File: src/rtl/ocl_pkg.sv
// ocl_pkg: shared types and codes for the ordered card list engine
// request codes, status codes and the packed card format; no dependencies
package ocl_pkg;

    localparam int CARD_W    = 6;
    localparam int REQ_W     = 3;
    localparam int STATUS_W  = 2;
    localparam int LEN_OUT_W = 7;

    typedef logic [CARD_W-1:0]   card_t;
    typedef logic [REQ_W-1:0]    req_t;
    typedef logic [STATUS_W-1:0] status_t;

    localparam req_t REQ_ADD_FRONT = 3'd0;
    localparam req_t REQ_ADD_BACK  = 3'd1;
    localparam req_t REQ_FIND      = 3'd2;
    localparam req_t REQ_POP_FRONT = 3'd3;
    localparam req_t REQ_REMOVE    = 3'd4;
    localparam req_t REQ_CLEAR     = 3'd5;

    localparam status_t ST_OK   = 2'd0;
    localparam status_t ST_MISS = 2'd1;
    localparam status_t ST_FULL = 2'd2;

endpackage

File: src/rtl/ocl_node_ram.sv
// ocl_node_ram: simple dual-port node store, one write and one registered read
// depends on nothing; used for the card and link fields of the node memory
module ocl_node_ram #(
    parameter int WIDTH = 6,
    parameter int DEPTH = 64
) (
    input  logic                     clk,
    input  logic                     we,
    input  logic [$clog2(DEPTH)-1:0] waddr,
    input  logic [WIDTH-1:0]         wdata,
    input  logic [$clog2(DEPTH)-1:0] raddr,
    output logic [WIDTH-1:0]         rdata
);

    logic [WIDTH-1:0] mem [DEPTH];

    always_ff @(posedge clk)
    begin
        if (we)
        begin
            mem[waddr] <= wdata;
        end
    end

    always_ff @(posedge clk)
    begin
        rdata <= mem[raddr];
    end

endmodule

File: src/rtl/ordered_card_list_engine.sv
// ordered_card_list_engine: linked card list held in node memories with a free list
// depends on ocl_pkg and ocl_node_ram
// One transaction is taken when start is high and busy is low; its result appears
// on status and list_length, marked by done high for exactly one cycle, and the receiver
// cannot hold it off. A transaction needing no memory access (clear, add to a full
// list, pop/find/remove on an empty list, unused codes) gives its result the cycle
// after acceptance. Add writes the node in S_ADD_WR, and add at back on a non-empty list
// then links it to the old tail in S_ADD_LINK; pop frees the head in S_POP_WR. Find and
// remove walk the list one node per cycle through the single read port of the link
// memory; remove on a match then frees the node in S_REM_FREE.
// busy falls in the cycle done is shown, so the next transaction may start then.
module ordered_card_list_engine
    import ocl_pkg::*;
#(
    parameter int CAPACITY = 64
) (
    input  logic                 clk,
    input  logic                 rst_n,
    input  logic                 start,
    output logic                 busy,
    input  logic [REQ_W-1:0]     req_type,
    input  logic [3:0]           card_num,
    input  logic [1:0]           card_suit,
    output logic                 done,
    output logic [STATUS_W-1:0]  status,
    output logic [LEN_OUT_W-1:0] list_length
);

    localparam int SLOT_W = $clog2(CAPACITY);
    localparam int CNT_W  = $clog2(CAPACITY + 1);
    localparam logic [CNT_W-1:0] CAP_CNT = CNT_W'(CAPACITY);

    localparam logic [2:0] S_IDLE     = 3'd0;
    localparam logic [2:0] S_ADD_WR   = 3'd1;
    localparam logic [2:0] S_ADD_LINK = 3'd2;
    localparam logic [2:0] S_POP_WR   = 3'd3;
    localparam logic [2:0] S_WALK     = 3'd4;
    localparam logic [2:0] S_REM_FREE = 3'd5;

    logic [2:0]        state_reg, state_next;
    req_t              req_reg, req_next;
    card_t             card_reg, card_next;
    logic [SLOT_W-1:0] head_reg, head_next;
    logic [SLOT_W-1:0] tail_reg, tail_next;
    logic [SLOT_W-1:0] free_reg, free_next;
    logic [CNT_W-1:0]  fresh_reg, fresh_next;
    logic [CNT_W-1:0]  length_reg, length_next;
    logic [SLOT_W-1:0] cur_reg, cur_next;
    logic [SLOT_W-1:0] prev_reg, prev_next;
    logic [CNT_W-1:0]  idx_reg, idx_next;
    logic              done_reg, done_next;
    status_t           status_reg, status_next;

    logic              card_we;
    logic [SLOT_W-1:0] card_waddr;
    card_t             card_wdata;
    card_t             card_rdata;
    logic              link_we;
    logic [SLOT_W-1:0] link_waddr;
    logic [SLOT_W-1:0] link_wdata;
    logic [SLOT_W-1:0] link_rdata;
    logic [SLOT_W-1:0] raddr;

    logic [CNT_W-1:0]  idx_inc;
    logic              use_free;
    logic [SLOT_W-1:0] new_slot;
    logic [CNT_W+LEN_OUT_W-1:0] len_ext;

    ocl_node_ram #(
        .WIDTH (CARD_W),
        .DEPTH (CAPACITY)
    ) u_card_ram (
        .clk   (clk),
        .we    (card_we),
        .waddr (card_waddr),
        .wdata (card_wdata),
        .raddr (raddr),
        .rdata (card_rdata)
    );

    ocl_node_ram #(
        .WIDTH (SLOT_W),
        .DEPTH (CAPACITY)
    ) u_link_ram (
        .clk   (clk),
        .we    (link_we),
        .waddr (link_waddr),
        .wdata (link_wdata),
        .raddr (raddr),
        .rdata (link_rdata)
    );

    assign idx_inc  = idx_reg + 1'b1;
    assign use_free = (fresh_reg > length_reg);
    assign new_slot = use_free ? free_reg : fresh_reg[SLOT_W-1:0];

    always_comb
    begin
        state_next  = state_reg;
        req_next    = req_reg;
        card_next   = card_reg;
        head_next   = head_reg;
        tail_next   = tail_reg;
        free_next   = free_reg;
        fresh_next  = fresh_reg;
        length_next = length_reg;
        cur_next    = cur_reg;
        prev_next   = prev_reg;
        idx_next    = idx_reg;
        done_next   = 1'b0;
        status_next = status_reg;
        card_we     = 1'b0;
        card_waddr  = new_slot;
        card_wdata  = card_reg;
        link_we     = 1'b0;
        link_waddr  = new_slot;
        link_wdata  = '0;
        raddr       = cur_reg;

        case (state_reg)
            S_IDLE:
            begin
                raddr = (req_type inside {REQ_ADD_FRONT, REQ_ADD_BACK})
                        ? free_reg : head_reg;
                if (start)
                begin
                    req_next  = req_type;
                    card_next = {card_num, card_suit};
                    cur_next  = head_reg;
                    prev_next = '0;
                    idx_next  = '0;
                    case (req_type)
                        REQ_ADD_FRONT, REQ_ADD_BACK:
                        begin
                            if (length_reg == CAP_CNT)
                            begin
                                done_next   = 1'b1;
                                status_next = ST_FULL;
                            end
                            else
                            begin
                                state_next = S_ADD_WR;
                            end
                        end
                        REQ_FIND, REQ_REMOVE, REQ_POP_FRONT:
                        begin
                            if (length_reg == '0)
                            begin
                                done_next   = 1'b1;
                                status_next = ST_MISS;
                            end
                            else if (req_type == REQ_POP_FRONT)
                            begin
                                state_next = S_POP_WR;
                            end
                            else
                            begin
                                state_next = S_WALK;
                            end
                        end
                        REQ_CLEAR:
                        begin
                            head_next   = '0;
                            tail_next   = '0;
                            free_next   = '0;
                            fresh_next  = '0;
                            length_next = '0;
                            done_next   = 1'b1;
                            status_next = ST_OK;
                        end
                        default:
                        begin
                            done_next   = 1'b1;
                            status_next = ST_MISS;
                        end
                    endcase
                end
            end

            S_ADD_WR:
            begin
                card_we    = 1'b1;
                link_we    = 1'b1;
                link_wdata = (req_reg == REQ_ADD_FRONT && length_reg != '0) ? head_reg : '0;
                if (use_free)
                begin
                    free_next = link_rdata;
                end
                else
                begin
                    fresh_next = fresh_reg + 1'b1;
                end
                cur_next = new_slot;
                if (length_reg == '0)
                begin
                    head_next   = new_slot;
                    tail_next   = new_slot;
                    length_next = length_reg + 1'b1;
                    done_next   = 1'b1;
                    status_next = ST_OK;
                    state_next  = S_IDLE;
                end
                else if (req_reg == REQ_ADD_FRONT)
                begin
                    head_next   = new_slot;
                    length_next = length_reg + 1'b1;
                    done_next   = 1'b1;
                    status_next = ST_OK;
                    state_next  = S_IDLE;
                end
                else
                begin
                    state_next = S_ADD_LINK;
                end
            end

            S_ADD_LINK:
            begin
                link_we     = 1'b1;
                link_waddr  = tail_reg;
                link_wdata  = cur_reg;
                tail_next   = cur_reg;
                length_next = length_reg + 1'b1;
                done_next   = 1'b1;
                status_next = ST_OK;
                state_next  = S_IDLE;
            end

            S_POP_WR:
            begin
                link_we     = 1'b1;
                link_waddr  = head_reg;
                link_wdata  = free_reg;
                free_next   = head_reg;
                head_next   = link_rdata;
                length_next = length_reg - 1'b1;
                done_next   = 1'b1;
                status_next = ST_OK;
                state_next  = S_IDLE;
            end

            S_WALK:
            begin
                if (card_rdata == card_reg)
                begin
                    if (req_reg == REQ_FIND)
                    begin
                        done_next   = 1'b1;
                        status_next = ST_OK;
                        state_next  = S_IDLE;
                    end
                    else
                    begin
                        if (idx_reg == '0)
                        begin
                            head_next = link_rdata;
                        end
                        else
                        begin
                            link_we    = 1'b1;
                            link_waddr = prev_reg;
                            link_wdata = link_rdata;
                        end
                        if (idx_inc == length_reg)
                        begin
                            tail_next = prev_reg;
                        end
                        state_next = S_REM_FREE;
                    end
                end
                else if (idx_inc == length_reg)
                begin
                    done_next   = 1'b1;
                    status_next = ST_MISS;
                    state_next  = S_IDLE;
                end
                else
                begin
                    raddr     = link_rdata;
                    prev_next = cur_reg;
                    cur_next  = link_rdata;
                    idx_next  = idx_inc;
                end
            end

            S_REM_FREE:
            begin
                link_we     = 1'b1;
                link_waddr  = cur_reg;
                link_wdata  = free_reg;
                free_next   = cur_reg;
                length_next = length_reg - 1'b1;
                done_next   = 1'b1;
                status_next = ST_OK;
                state_next  = S_IDLE;
            end

            default:
            begin
                state_next = S_IDLE;
            end
        endcase
    end

    always_ff @(posedge clk or negedge rst_n)
    begin
        if (!rst_n)
        begin
            state_reg  <= S_IDLE;
            req_reg    <= REQ_ADD_FRONT;
            card_reg   <= '0;
            head_reg   <= '0;
            tail_reg   <= '0;
            free_reg   <= '0;
            fresh_reg  <= '0;
            length_reg <= '0;
            cur_reg    <= '0;
            prev_reg   <= '0;
            idx_reg    <= '0;
            done_reg   <= 1'b0;
            status_reg <= ST_OK;
        end
        else
        begin
            state_reg  <= state_next;
            req_reg    <= req_next;
            card_reg   <= card_next;
            head_reg   <= head_next;
            tail_reg   <= tail_next;
            free_reg   <= free_next;
            fresh_reg  <= fresh_next;
            length_reg <= length_next;
            cur_reg    <= cur_next;
            prev_reg   <= prev_next;
            idx_reg    <= idx_next;
            done_reg   <= done_next;
            status_reg <= status_next;
        end
    end

    assign len_ext     = {{LEN_OUT_W{1'b0}}, length_reg};
    assign busy        = (state_reg != S_IDLE);
    assign done        = done_reg;
    assign status      = status_reg;
    assign list_length = len_ext[LEN_OUT_W-1:0];

    a_len_le_fresh: assert property (@(posedge clk) disable iff (!rst_n)
        length_reg <= fresh_reg)
        else $error("list length exceeds slots handed out");

    a_fresh_le_cap: assert property (@(posedge clk) disable iff (!rst_n)
        fresh_reg <= CAP_CNT)
        else $error("fresh slot count beyond capacity");

    a_done_idle: assert property (@(posedge clk) disable iff (!rst_n)
        done_reg |-> state_reg == S_IDLE)
        else $error("result shown while a transaction is in flight");

    a_full_len: assert property (@(posedge clk) disable iff (!rst_n)
        (done_reg && status_reg == ST_FULL) |-> length_reg == CAP_CNT)
        else $error("full status on a list that is not full");

    a_len_moves_on_done: assert property (@(posedge clk) disable iff (!rst_n)
        (length_reg != $past(length_reg)) |-> done_reg)
        else $error("list length changed without a result");

endmodule

File: config.mk
export PLATFORM = sky130hd
export DESIGN_NAME = ordered_card_list_engine
export DESIGN_NICKNAME = d
export VERILOG_FILES = /design/src/rtl/ocl_pkg.sv /design/src/rtl/ocl_node_ram.sv /design/src/rtl/ordered_card_list_engine.sv
export SDC_FILE = /design/constraint.sdc
export NUM_CORES = 1
export LEC_CHECK = 0
export BUFFER_PORTS_ARGS = -buffer_cell sky130_fd_sc_hd__buf_2
export CAP_MARGIN = 15
export CORE_MARGIN = 3
export CORE_UTILIZATION = 57
export DETAILED_ROUTE_END_ITERATION = 7
export GPL_ROUTABILITY_DRIVEN = 1
export GPL_TIMING_DRIVEN = 0
export PLACE_DENSITY = 0.76
export SYNTH_ARGS = -nofsm -noshare
export SYNTH_HDL_FRONTEND = slang
export SYNTH_SLANG_ARGS = --single-unit
File: constraint.sdc
create_clock -name clk -period 4.4 [get_ports clk]
set_input_delay 0.44 -clock clk [delete_from_list [all_inputs] [get_ports clk]]
set_output_delay 0.44 -clock clk [all_outputs]
set_load 0.02 [all_outputs]
==> results.md <==
* Outcome: finished with violations
* Failing checks: setup timing
* Share of the synthesized area in the top cell type at 0.6476
* First-pass DRT Iterations at 5
* Avg Cell Area, Syn at 13.59 um2
* Core area at 61030 um2
* Reg clk slew, reported paths at 60 ps
* Min-Delay Path Class: input port to flip-flop
* End of the worst hold path: req_reg[0]$_DFFE_PN0P_
* Area Growth Syn to Fin at 15.01%
* Vias in the first global route at 23610
* IO Count at 23
* Largest net degree at the start of global routing at 67
* Crit path kind: flip-flop to flip-flop
* Cell taking the most area after synthesis: edfxtp_1
* Routed vias at 24430
* # rows at 90
* CP Launch Type: flip-flop
* Hold WS at 110.0 ps
* Max FO, Critical Path at 10
* Clock Tree Root: clkbuf_16
* Initial antenna violation count at 1
* Starting Density at 0.5834
* R2R Path Start: state_reg[0]$_DFFE_PN0P_
* Fraction of layout cells with a size suffix above 1 at 0.1800
* Library cells used by synthesis at 79
* TritonCTS clock tree: built
* Die Y at 255.9 um
* GRT Util Overall at 0.3227
* CTS buffer count at 84
* Fmax at 225.1 MHz
* Total of max-cap violations at 0
* Syn Inst Count at 2621
* Antenna Nets Post-Route at 0
* Die ar. at 65510 um2
* Reg2reg end: u_link_ram.rdata[1]$_DFF_P_
* CP max stage cell: clkinv_1
* Gpl congestion at 0.9966
* DR vias/cell at 6.670
* CP Cell Sequence: buf_2 -> or2_2 -> clkbuf_1 -> nor2_1 -> clkinv_1 -> a21oi_1 -> a21oi_1 -> and2_1 -> nand3_2 -> buf_4 -> buf_2 -> o22ai_1 -> o21ai_1 -> nand4_1
* Final net count at 2791
* Critical Path AT at 4940 ps
* Sequential area share after synthesis at 0.7008
* Clock Skew at 32.41 ps
* Unrepaired setup endpoints after global routing: yes
* Synthesized Nets at 2649
* Clock latency on the worst-skew pair at 670 ps
* Max Root-Sink Buffers at 3
* Clock sinks at 846
* Main flop type after synthesis: edfxtp_1
* Max incr delay on CP at 460 ps
* Hold Fails Final Rpt at 0
* Grt total ovfl at 0
* Async S/R FF share, synth at 0.07801
* Final Cell Area at 40960 um2
* Buffers on Ports at 21
* 1st-iter DRT viols at 3490
* First-pass GRT wire length at 155200 um
* Top area cells in the synthesized netlist: edfxtp_1 (65%), dfrtp_1 (4.6%), nand2_1 (4.0%)
* Hold Path Depth at 2
* Final period util at 1.010
* Die Width at 255.9 um
* Netlist Area Pre-Place at 35610 um2
* WP data required at 4890 ps
* Most frequent cells after synthesis: edfxtp_1 (768), nand2_1 (383), nor2_1 (265)
* Post-synth EDFFs at 768
* Cell Area, Placed at 37010 um2
* Critical path capture point type: flip-flop
* Hold_sp: req_type[0]
* Setup WS post-layout at -43.39 ps
* Final setup viols at 2
* Worst slew pin tran at 1275 ps
* Biggest regs: u_card_ram.mem (384), u_link_ram.mem (384)
* Ys Warns at 0
* DRC violations left at 0
* R2R cell count at 14
* Worst reg-to-reg setup slack at -40 ps
* Routed len/inst at 29.37 um
* Utilization after layout at 0.6710
* Crit path time final at 4443 ps
* Final WL at 107600 um
* Final Max Tran Viols at 0
* Place WS at -1130 ps
* DPL Wire Length at 72380 um
* Fill cells at 4218
* Rel. slew slack at 0.1425
* Top-count cell post-synth: edfxtp_1
* #FFs+latches synth at 846
* CTS HTree Levels at 3
cell type report:
type / count / area, um2 / share of cell area
Clock buffer: 97 / 2161 / 0.05276
Timing Repair Buffer: 59 / 620.6 / 0.01515
Sequential cell: 846 / 24980 / 0.6099
Antenna cell: 1 / 2.502 / 0.00006110
Tap cell: 828 / 1036 / 0.02530
Multi-Input combinational cell: 1604 / 10640 / 0.2597
Clock inverter: 60 / 618.1 / 0.01509
Buffer: 150 / 835.8 / 0.02041
Inverter: 18 / 67.56 / 0.001650
cells by family (layout without fill, tap and decap cells):
logic type,count (synthesis),in the layout,share of synthesized area
compound gates,551,551,0.1025
xor+xnor,29,29,0.007765
fa+ha+maj,16,16,0.005833
buf+inv,171,384,0.02386
flops,846,846,0.7008
mux,187,187,0.06177
other cells,0,1,0
simple gates,821,821,0.09751
layer usage:
layer,part of all wire,vias up,track usage
met5,0.00012,-,0
met4,0.053,2,0.1560
met3,0.12,332,0.08430
met2,0.46,1704,0.4984
met1,0.37,12110,0.4306
li1,-,10290,-
metrics by stage:
stage | cells | setup TNS [ps]
2_1_floorplan | 2621 | 0
3_3_place_gp | 3470 | -1941530
3_5_place_dp | 3483 | -460690
4_1_cts | 3655 | -239.7
5_1_grt | 3662 | -8619
6_report | 3663 | -55.96
how the worst max path moves through the flow:
stage / start / to / slack [ps] / cells past startpoint
floorplan: card_reg[0]$_DFFE_PN0P_ / u_link_ram.mem[50][0]$_DFFE_PP_ / 270 / 12
global placement: card_reg[2]$_DFFE_PN0P_ / u_link_ram.mem[51][0]$_DFFE_PP_ / -2740 / 10
detailed placement: card_reg[3]$_DFFE_PN0P_ / u_link_ram.mem[56][2]$_DFFE_PP_ / -1130 / 12
CTS: card_reg[0]$_DFFE_PN0P_ / u_link_ram.mem[21][0]$_DFFE_PP_ / -20 / 12
global route: list_length[1]$_DFFE_PN0P_ / u_link_ram.mem[19][4]$_DFFE_PP_ / -130 / 13
finish: state_reg[0]$_DFFE_PN0P_ / u_link_ram.rdata[1]$_DFF_P_ / -40 / 14
what timing repair did:
item,4_1_cts,5_1_grt
gates resized for setup,201,110
hold buffers,7,0
setup buffers,10,7
hold endpoints to repair,72,0
endpoints found under the setup margin,963,751
pin swaps,5,4
worst max-delay path: cells and delay by family (launching register included):
kind,cells,cell delay [ps]
buffers and inverters,5,1460
AND/OR/NAND/NOR,5,1460
AO/OA/AOI/OAI,4,990
flip-flops,1,350
cell usage in the layout (no fill, tap or decap), drive strengths merged, types with 28 or more instances in the layout:
cell type / Yosys / layout
a211oi: 28 / 28
a21oi: 170 / 170
a221oi: 38 / 38
a22oi: 38 / 38
a31oi: 28 / 28
and3: 28 / 28
buf: 77 / 128
clkbuf: 76 / 171
clkinv: 1 / 44
dfrtp: 66 / 66
edfxtp: 768 / 768
mux2i: 138 / 138
nand2: 383 / 383
nand3: 54 / 54
nor2: 267 / 267
o21ai: 86 / 86
o22ai: 54 / 54
Power is left out: the tool's default activity adds up to more than one toggle a clock period on the data nets, which glitch-free logic cannot reach.
